## src/design/kwdt_pkg.sv

```systemverilog
// shared types and constants for the keyed watchdog timer
// used by keyed_watchdog_timer, kwdt_checker and the testbench; no dependencies
package kwdt_pkg;

  localparam int unsigned PRESCALE_DIVIDE = 256;
  localparam int unsigned PRESC_W = (PRESCALE_DIVIDE > 2) ? $clog2(PRESCALE_DIVIDE) : 1;

  localparam int unsigned ADDR_W = 16;
  localparam int unsigned DATA_W = 32;

  typedef enum logic [1:0] {
    OP_READ  = 2'd0,
    OP_WRITE = 2'd1,
    OP_TICK  = 2'd2
  } op_t;

  localparam logic [ADDR_W-1:0] ADDR_CS  = 16'h0000;
  localparam logic [ADDR_W-1:0] ADDR_CNT = 16'h0004;
  localparam logic [ADDR_W-1:0] ADDR_TOV = 16'h0008;
  localparam logic [ADDR_W-1:0] ADDR_WIN = 16'h000C;

  localparam logic [DATA_W-1:0] KEY_UNLOCK  = 32'hD928C520;
  localparam logic [DATA_W-1:0] KEY_REFRESH = 32'hB480A602;

  localparam logic [DATA_W-1:0] BIT_EN      = 32'h00000080;
  localparam logic [DATA_W-1:0] BIT_RCS     = 32'h00000400;
  localparam logic [DATA_W-1:0] BIT_ULK     = 32'h00000800;
  localparam logic [DATA_W-1:0] BIT_PRES    = 32'h00001000;
  localparam logic [DATA_W-1:0] BIT_CMD32EN = 32'h00002000;

endpackage

```

## src/design/keyed_watchdog_timer.sv

```systemverilog
// keyed watchdog timer: one bus read, bus write or clock tick per word
// a result word is registered into the output register when its input word is taken
// throughput: one word per cycle while the output is not stalled; the output register is the only stage
// reset (rst_n low, synchronous): registers to power-on values, output empty
// depends on kwdt_pkg
module keyed_watchdog_timer (
  input  logic        clk,
  input  logic        rst_n,
  input  logic        cfg_wr_en,
  input  logic        cfg_wr_data,   // functional_mode
  input  logic        in_tvalid,
  output logic        in_tready,
  input  logic [47:0] in_tdata,      // address[15:0], write_data[47:16]
  input  logic [1:0]  in_tuser,      // op[1:0]
  output logic        out_tvalid,
  input  logic        out_tready,
  output logic [31:0] out_tdata,     // read_data[31:0]
  output logic [1:0]  out_tuser      // bad_access[0], bite[1]
);

  localparam int unsigned PW = kwdt_pkg::PRESC_W;

  logic                        func_mode_r;
  logic [kwdt_pkg::DATA_W-1:0] cs_r, cs_nxt;
  logic [kwdt_pkg::DATA_W-1:0] tov_r, tov_nxt;
  logic [kwdt_pkg::DATA_W-1:0] win_r, win_nxt;
  logic                        ulk_r, ulk_nxt;
  logic                        rcs_r, rcs_nxt;
  logic                        run_r, run_nxt;
  logic [kwdt_pkg::DATA_W-1:0] remain_r, remain_nxt;
  logic [PW-1:0]               presc_r, presc_nxt;

  logic                        out_valid_r;
  logic [kwdt_pkg::DATA_W-1:0] rd_r, rd_nxt;
  logic                        bad_r, bad_nxt;
  logic                        bite_r, bite_nxt;

  logic                        accept;
  logic [kwdt_pkg::ADDR_W-1:0] addr;
  logic [kwdt_pkg::DATA_W-1:0] wdata;
  logic                        do_arm;
  logic                        arm_ok;
  logic                        count_done;
  logic [kwdt_pkg::DATA_W-1:0] remain_dec;

  assign in_tready = ~out_valid_r | out_tready;
  assign accept    = in_tvalid & in_tready;
  assign addr      = in_tdata[15:0];
  assign wdata     = in_tdata[47:16];

  assign out_tvalid = out_valid_r;
  assign out_tdata  = rd_r;
  assign out_tuser  = {bite_r, bad_r};

  always_comb begin
    cs_nxt     = cs_r;
    tov_nxt    = tov_r;
    win_nxt    = win_r;
    ulk_nxt    = ulk_r;
    rcs_nxt    = rcs_r;
    run_nxt    = run_r;
    remain_nxt = remain_r;
    presc_nxt  = presc_r;
    rd_nxt     = '0;
    bad_nxt    = 1'b0;
    bite_nxt   = 1'b0;
    do_arm     = 1'b0;
    count_done = 1'b1;
    remain_dec = remain_r;

    case (in_tuser)
      kwdt_pkg::OP_READ: begin
        case (addr)
          kwdt_pkg::ADDR_CS: begin
            rd_nxt = cs_r | (ulk_r ? kwdt_pkg::BIT_ULK : '0) |
                     (rcs_r ? kwdt_pkg::BIT_RCS : '0);
          end
          kwdt_pkg::ADDR_CNT: rd_nxt = '0;
          kwdt_pkg::ADDR_TOV: rd_nxt = tov_r;
          kwdt_pkg::ADDR_WIN: rd_nxt = win_r;
          default:            bad_nxt = 1'b1;
        endcase
      end
      kwdt_pkg::OP_WRITE: begin
        case (addr)
          kwdt_pkg::ADDR_CS: begin
            if (ulk_r) begin
              cs_nxt  = wdata & ~(kwdt_pkg::BIT_ULK | kwdt_pkg::BIT_RCS);
              ulk_nxt = 1'b0;
              rcs_nxt = 1'b1;
              do_arm  = 1'b1;
            end
          end
          kwdt_pkg::ADDR_CNT: begin
            if (wdata == kwdt_pkg::KEY_UNLOCK) begin
              ulk_nxt = 1'b1;
              rcs_nxt = 1'b0;
            end else if (wdata == kwdt_pkg::KEY_REFRESH) begin
              do_arm = 1'b1;
            end
          end
          kwdt_pkg::ADDR_TOV: if (ulk_r) tov_nxt = wdata;
          kwdt_pkg::ADDR_WIN: if (ulk_r) win_nxt = wdata;
          default:            bad_nxt = 1'b1;
        endcase
      end
      kwdt_pkg::OP_TICK: begin
        if (run_r) begin
          if ((cs_r & kwdt_pkg::BIT_PRES) != '0) begin
            if (presc_r >= PW'(kwdt_pkg::PRESCALE_DIVIDE - 1)) begin
              presc_nxt = '0;
            end else begin
              presc_nxt  = presc_r + PW'(1);
              count_done = 1'b0;
            end
          end
          if (count_done) begin
            if (remain_r != '0) remain_dec = remain_r - 32'd1;
            remain_nxt = remain_dec;
            if (remain_dec == '0) begin
              bite_nxt  = 1'b1;
              run_nxt   = 1'b0;
              presc_nxt = '0;
            end
          end
        end
      end
      default: ;
    endcase

    // arming sees the freshly written control/status
    arm_ok = func_mode_r & ((cs_nxt & kwdt_pkg::BIT_EN) != '0) & (tov_r != '0);
    if (do_arm) begin
      run_nxt    = arm_ok;
      remain_nxt = arm_ok ? tov_r : '0;
      presc_nxt  = '0;
    end
  end

  always_ff @(posedge clk) begin
    if (!rst_n) begin
      func_mode_r <= 1'b0;
      cs_r        <= kwdt_pkg::BIT_CMD32EN;
      tov_r       <= '0;
      win_r       <= '0;
      ulk_r       <= 1'b0;
      rcs_r       <= 1'b0;
      run_r       <= 1'b0;
      remain_r    <= '0;
      presc_r     <= '0;
      out_valid_r <= 1'b0;
    end else begin
      if (cfg_wr_en) func_mode_r <= cfg_wr_data;
      if (accept) begin
        cs_r     <= cs_nxt;
        tov_r    <= tov_nxt;
        win_r    <= win_nxt;
        ulk_r    <= ulk_nxt;
        rcs_r    <= rcs_nxt;
        run_r    <= run_nxt;
        remain_r <= remain_nxt;
        presc_r  <= presc_nxt;
        out_valid_r <= 1'b1;
      end else if (out_tready) begin
        out_valid_r <= 1'b0;
      end
    end
  end

  always_ff @(posedge clk) begin
    if (accept) begin
      rd_r   <= rd_nxt;
      bad_r  <= bad_nxt;
      bite_r <= bite_nxt;
    end
  end

endmodule

```

## config.mk

```make
export PLATFORM = sky130hd
export DESIGN_NAME = keyed_watchdog_timer
export DESIGN_NICKNAME = d
export VERILOG_FILES = /design/src/design/kwdt_pkg.sv /design/src/design/keyed_watchdog_timer.sv
export SDC_FILE = /design/constraint.sdc
export NUM_CORES = 1
export LEC_CHECK = 0
export ABC_AREA = 1
export BUFFER_PORTS_ARGS = -buffer_cell sky130_fd_sc_hd__buf_2
export CORE_MARGIN = 2
export CORE_UTILIZATION = 36
export CTS_CLUSTER_DIAMETER = 100
export CTS_CLUSTER_SIZE = 20
export DETAILED_ROUTE_END_ITERATION = 10
export GPL_TIMING_DRIVEN = 1
export MAX_ROUTING_LAYER = met4
export PLACE_DENSITY = 0.54
export RECOVER_POWER = 50
export SLEW_MARGIN = 40
export SYNTH_ARGS = -nofsm -noshare
export SYNTH_HDL_FRONTEND = slang
export SYNTH_SLANG_ARGS = --single-unit
```

## constraint.sdc

```tcl
create_clock -name clk -period 5.4 [get_ports clk]
set_input_delay 0.54 -clock clk [delete_from_list [all_inputs] [get_ports clk]]
set_output_delay 0.54 -clock clk [all_outputs]
set_load 0.01 [all_outputs]
```

==> flow_summary.json, run 1 <==
{
  "first_pass_iters": 7,
  "setup_viol": 0,
  "power_density_nw_per_um2": 269,
  "rr_worst_depth": 8,
  "first_global_vias": 8277,
  "grt_most_used_layer": "met2",
  "initial_core_util_pct": 37.0,
  "peakVddDrop_mv": 0.198,
  "timing.slew.headroom_pct": -88.1,
  "r2r_slack_ps": 1870,
  "endpoint": "out_tdata[4]$_SDFFCE_PN0P_",
  "arrival_ps": 4280,
  "regToRegEndpoint": "remain_r[13]$_SDFFE_PN0P_",
  "synth.most_common_cell": "nand2_1",
  "min_period_ps": 3960,
  "status": "finished with violations",
  "cts_resized": 0,
  "wl_per_cell_um": 16.7,
  "overflow": 0,
  "grt_pass1_wl_um": 45800,
  "syn_area_um2": 9040,
  "rows": 57,
  "gr-usage-met1_pct": 32.5,
  "synthCells": 1325,
  "ys.warnings.count": 0,
  "cts.sinks": 173,
  "cts_made_buffers": 17,
  "critPathMaxFanout": 62,
  "p_leak_nw": 4.91,
  "cts_root_buf": "clkbuf_16",
  "fin_crit_sh_pct": 73.4,
  "antenna_found_initial": 0,
  "syn_to_final_growth_pct": 13.2,
  "max_cap_viol_count": 3,
  "grtUsageMet2_pct": 33.9,
  "postRouteAntennaNets": 0,
  "portBuffers": 91,
  "place.gp.congestion": 0.905,
  "start_kind": "input pin",
  "clk_path_buf_depth": 2,
  "ys.flop_type": "dfxtp_1",
  "drc": 0,
  "synth_area_leader_cell": "dfxtp_1",
  "fin_tns_setup_ps": 0,
  "routed_via_density": 5.18,
  "path_class": "in -> reg",
  "synth_edf_count": 34,
  "cts_tree": "yes",
  "synth_seq_area_share_pct": 42.1,
  "ys_types": 36,
  "drive_above_1_share_pct": 8.21,
  "hold_violations": 0,
  "r2r_start": "out_tvalid$_SDFFE_PN0P_",
  "vias": 8871,
  "die-area_um2": 26400,
  "grt_max_degree": 91,
  "max_freq_mhz": 252,
  "clk_pin_slew_ps": 80,
  "failed_checks": "capacitance limit, slew limit",
  "slew_violations": 136,
  "clock_skew_ps": 18.6,
  "grtUsageMet3_pct": 3.06,
  "nNetsFinal": 1435,
  "postCtsHoldBufs": 0,
  "worst_slew_pin_slew_ps": 2820,
  "worstSetupEndpointType": "register",
  "die_h_um": 162,
  "syn-num-nets": 1384,
  "drt_wl_total_um": 28600,
  "holdWs_ps": 289,
  "hold_class": "in -> reg",
  "avgSynthCellArea_um2": 6.82,
  "io_pins": 92,
  "cp-startpoint": "in_tdata[15]",
  "postCtsSetupRepairBufs": 0,
  "diodes": 0,
  "core_area_um2": 24500,
  "async_flop_share_pct": 0,
  "yosys-top-cells-count": "nand2_1, nor2_1, nand3_1",
  "track_usage_pct": 22.6,
  "cts-htree-levels": 4,
  "drtIter0Drc": 806,
  "hpwl_um": 19800,
  "cp.required_ps": 5710,
  "yosysTopAreaCellShare_pct": 30.8,
  "fill_cells": 2641,
  "insertion_delay_ps": 440,
  "synth_area_leaders": "dfxtp_1, nand2_1, edfxtp_1",
  "rsz0062_at_grt": "false",
  "die-width_um": 162,
  "ys_ff_latch": 173
}
## cell type report
type	count	area, um^2	area share (%)
multi-input combinational	941	4380	42.9
sequential	173	3800	37.2
inverter	139	523	5.11
timing repair buffer	104	499	4.88
clock buffer	17	425	4.16
tap	324	405	3.96
clock inverter	15	190	1.86
## layer usage
layer / vias to the layer above / part of all wire [%]
li1: 4459 / -
met1: 4133 / 49
met2: 254 / 45
met3: 25 / 5.0
met4: 0 / 1.2
met5: - / 0
## cells by family (layout without fill, tap and decap cells)
| group | Yosys count | after routing | synth area share [%] |
|---|---|---|---|
| simple gates | 676 | 676 | 32.3 |
| compound gates | 247 | 247 | 14.4 |
| buf+inv | 211 | 275 | 9.38 |
| flops | 173 | 173 | 42.1 |
| xor+xnor | 15 | 15 | 1.45 |
| fa+ha+maj | 3 | 3 | 0.415 |
## power by group
part	switching (W)	internal, W
registers	0.00000430	0.00133
logic	0.0000876	0.0000306
clock network	0.000625	0.000672
## placed cells by master (no fill, tap or decap), types with 5 or more instances in the layout
cell / n
dfxtp_1: 139
nor4_1: 14
o211ai_1: 6
nand2_1: 286
nand3_1: 165
a21oi_1: 102
nor2_1: 169
buf_2: 54
nand4_1: 22
inv_8: 5
clkbuf_16: 17
xor2_1: 14
o21ai_0: 132
buf_4: 9
nor3_1: 8
clkbuf_1: 40
edfxtp_1: 34
inv_1: 134
## sequential cells by signal, summed over array words and instances (netlist names), 8 cells and up
name and count:
tov_r 32, remain_r 32, cs_r 30, out_tdata 32, presc_r 8, win_r 32
## worst max-delay path, stage by stage
cell      delay (ps)
buf_2            100
nor2_1           100
nand2_1           60
nor2_1           130
nand2_1           70
nor2_1           180
inv_1            150
nor2_1           160
clkbuf_1        2010
nand3_1          410
nand3_1          210
nand2_1           70
inv_1             60
## worst min path at each step
stage | startpoint | end | cells after the start
floorplan | run_r$_SDFFE_PN0P_ | run_r$_SDFFE_PN0P_ | 2
global placement | run_r$_SDFFE_PN0P_ | run_r$_SDFFE_PN0P_ | 2
global route | cfg_wr_en | func_mode_r$_SDFFE_PN0P_ | 2
finish | cfg_wr_en | func_mode_r$_SDFFE_PN0P_ | 2
detailed placement | run_r$_SDFFE_PN0P_ | run_r$_SDFFE_PN0P_ | 2
CTS | cfg_wr_en | func_mode_r$_SDFFE_PN0P_ | 2
## per-stage QoR
| stage | area, um^2 | power, W | utilization, % | setup WS, ps | cells |
|---|---|---|---|---|---|
| final | 10200 | 0.00275 | 41.8 | 1440 | 1713 |
| after global routing | 10200 | 0.00283 | 41.8 | 1090 | 1713 |
| after CTS | 10300 | 0.00276 | 42.2 | 2390 | 1712 |
| after detailed placement | 9700 | 0.00148 | 39.7 | 2280 | 1680 |
| after global placement | 9690 | 0.00148 | 39.6 | 2140 | 1680 |
| after floorplan | 9040 | 0.00142 | - | 2730 | 1325 |
(Power assumes the default switching activity.)
==> inputs of run 2 (changes only) <==
==> constraint.sdc (replaced) <==
create_clock -name clk -period 3.8 [get_ports clk]
set_input_delay 0.38 -clock clk [delete_from_list [all_inputs] [get_ports clk]]
set_output_delay 0.38 -clock clk [all_outputs]
set_load 0.01 [all_outputs]
==> run 2 against run 1 <==
  * The run still ends with capacitance limit, slew limit left
  * Largest cell class unchanged
  * Global-route usage decreased by 0.096 points
  * Critical path type is now reg -> reg
  * Sequential share of layout area decreased by 0.17 points
  * Cell count increased by 0.47%
  * Routed wire length decreased by 1.3%
  * Hold slack got worse by 160 ps
  * Flip-flop and latch count unchanged
==> flow_summary.json, run 2 (synthesis results as in run 1) <==
{
  "failed_checks": "capacitance limit, slew limit",
  "grt_max_degree": 78,
  "clk_path_buf_depth": 2,
  "first_pass_iters": 5,
  "drive_above_1_share_pct": 9.02,
  "rsz0062_at_grt": "false",
  "regArea_um2": 3800,
  "gr-usage-met1_pct": 32.1,
  "place.gp.congestion": 0.965,
  "syn_to_final_growth_pct": 13.7,
  "cts_tree": "yes",
  "clock_skew_ps": 13.4,
  "cts_made_buffers": 17,
  "antenna_found_initial": 0,
  "fill_cells": 2631,
  "crit_path_max_incr_delay_ps": 1070,
  "final_util_pct": 42.0,
  "critPathMaxFanout": 33,
  "p_leak_nw": 4.94,
  "grtUsageMet2_pct": 32.9,
  "hpwl_um": 19900,
  "first_global_vias": 8257,
  "hold_violations": 0,
  "power_density_nw_per_um2": 369,
  "critPathTopFamily": "buffers and inverters",
  "core_area_um2": 24500,
  "drt_wl_total_um": 28200,
  "die-area_um2": 26400,
  "fin_crit_sh_pct": 76.0,
  "wl_per_cell_um": 16.4,
  "routed_via_density": 5.18,
  "arrival_ps": 3240,
  "peakVddDrop_mv": 0.255,
  "diodes": 0,
  "cp-startpoint": "out_tvalid$_SDFFE_PN0P_",
  "portBuffers": 91,
  "cts.sinks": 173,
  "worstSetupEndpointType": "register",
  "multiInputGateArea_um2": 4400,
  "cp_num_buf_inv": 1,
  "hold_class": "in -> reg",
  "grt_most_used_layer": "met2",
  "grt_pass1_wl_um": 45400,
  "postRouteAntennaNets": 0,
  "mostFrequentLayoutCells": "nand2_1, nor2_1, nand3_1, dfxtp_1",
  "cts-htree-levels": 4,
  "drtIter0Drc": 711,
  "min_period_ps": 2890,
  "setup_slack_ps": 911,
  "cp.required_ps": 4150,
  "nNetsFinal": 1443,
  "crit_top_cell": "nand2_1",
  "cts_root_buf": "clkbuf_16",
  "path_class": "reg -> reg",
  "max_cap_viol_count": 1,
  "grtUsageMet3_pct": 3.79,
  "fin_tns_setup_ps": 0,
  "cpMaxStageDelayCell": "clkbuf_1",
  "insertion_delay_ps": 440,
  "max_freq_mhz": 346,
  "r2r_start": "out_tvalid$_SDFFE_PN0P_",
  "setup_viol": 0,
  "clk_pin_slew_ps": 70,
  "slew_violations": 78,
  "overflow": 0,
  "vias": 8923,
  "start_kind": "register",
  "io_pins": 92,
  "die_h_um": 162,
  "place_area_um2": 9760,
  "postCtsHoldBufs": 0,
  "final_area_um2": 10300,
  "initial_core_util_pct": 37.0,
  "rows": 57,
  "cts_resized": 0,
  "drc": 0,
  "timing.slew.headroom_pct": -4.56,
  "die-width_um": 162,
  "hp-start": "cfg_wr_en",
  "final_common_cell": "nand2_1",
  "status": "finished with violations",
  "worst_slew_pin_slew_ps": 1570,
  "pre_cts_ws_ps": 760,
  "worstPathCellList": "nand2_1, nand2_1, nor2_1, nand2_1, nor2_1, clkbuf_1, o21ai_0, a21oi_1",
  "postCtsSetupRepairBufs": 0,
  "track_usage_pct": 22.5
}
## run 2: cell count changes in the layout (fill, tap and decap cells not counted), sizes merged
cell and delta:
buf +8, bufinv -1, clkbuf +1, clkinv +2, clkinvlp +2, inv -4
## run 2: worst reg2reg max path, stage by stage (launching register included)
cell and delay [ps]:
dfxtp_1 310, nand2_1 100, nand2_1 130, nor2_1 150, nand2_1 180, nor2_1 460
clkbuf_1 1070, o21ai_0 210, a21oi_1 200
## run 2: area by class of cell
| type | instances | share of cell area, % |
|---|---|---|
| well taps | 324 | 3.94 |
| inverters | 139 | 5.09 |
| clock inverters | 14 | 1.53 |
| clock buffers | 18 | 4.18 |
| flip-flops and latches | 173 | 37.0 |
| repair buffers | 112 | 5.43 |
| multi-input cells | 941 | 42.8 |
## run 2: through the flow
step,instances,hold WS (ps),total power (W)
2_1_floorplan,1325,439,0.00202
4_1_cts,1721,128,0.00384
6_report,1721,131,0.00380
5_1_grt,1721,122,0.00393
3_5_place_dp,1689,469,0.00211
3_3_place_gp,1689,455,0.00211
## run 2: report_power, final
part | total [W] | switching [W] | internal (W) | leakage [nW]
Combinational | 0.000168 | 0.000124 | 0.0000440 | 3.20
Sequential | 0.00189 | 0.00000590 | 0.00189 | 1.46
Clock | 0.00174 | 0.000857 | 0.000880 | 0.280
Total | 0.00380 | 0.000987 | 0.00281 | 4.94
## run 2: worst paths after layout
path	endpoint	slack [ps]	cells past startpoint
max	cs_r[21]$_SDFFE_PN0P_	910	8
min	func_mode_r$_SDFFE_PN0P_	130	2
max reg2reg	cs_r[21]$_SDFFE_PN0P_	910	8
min reg2reg	run_r$_SDFFE_PN0P_	480	2
## run 2: metal layers
| metal | part of all wire (%) | routed length [um] |
|---|---|---|
| met2 | 44 | 12500 |
| met1 | 48 | 13500 |
| met3 | 6.1 | 1720 |
| met5 | 0 | 0 |
| met4 | 1.9 | 541 |
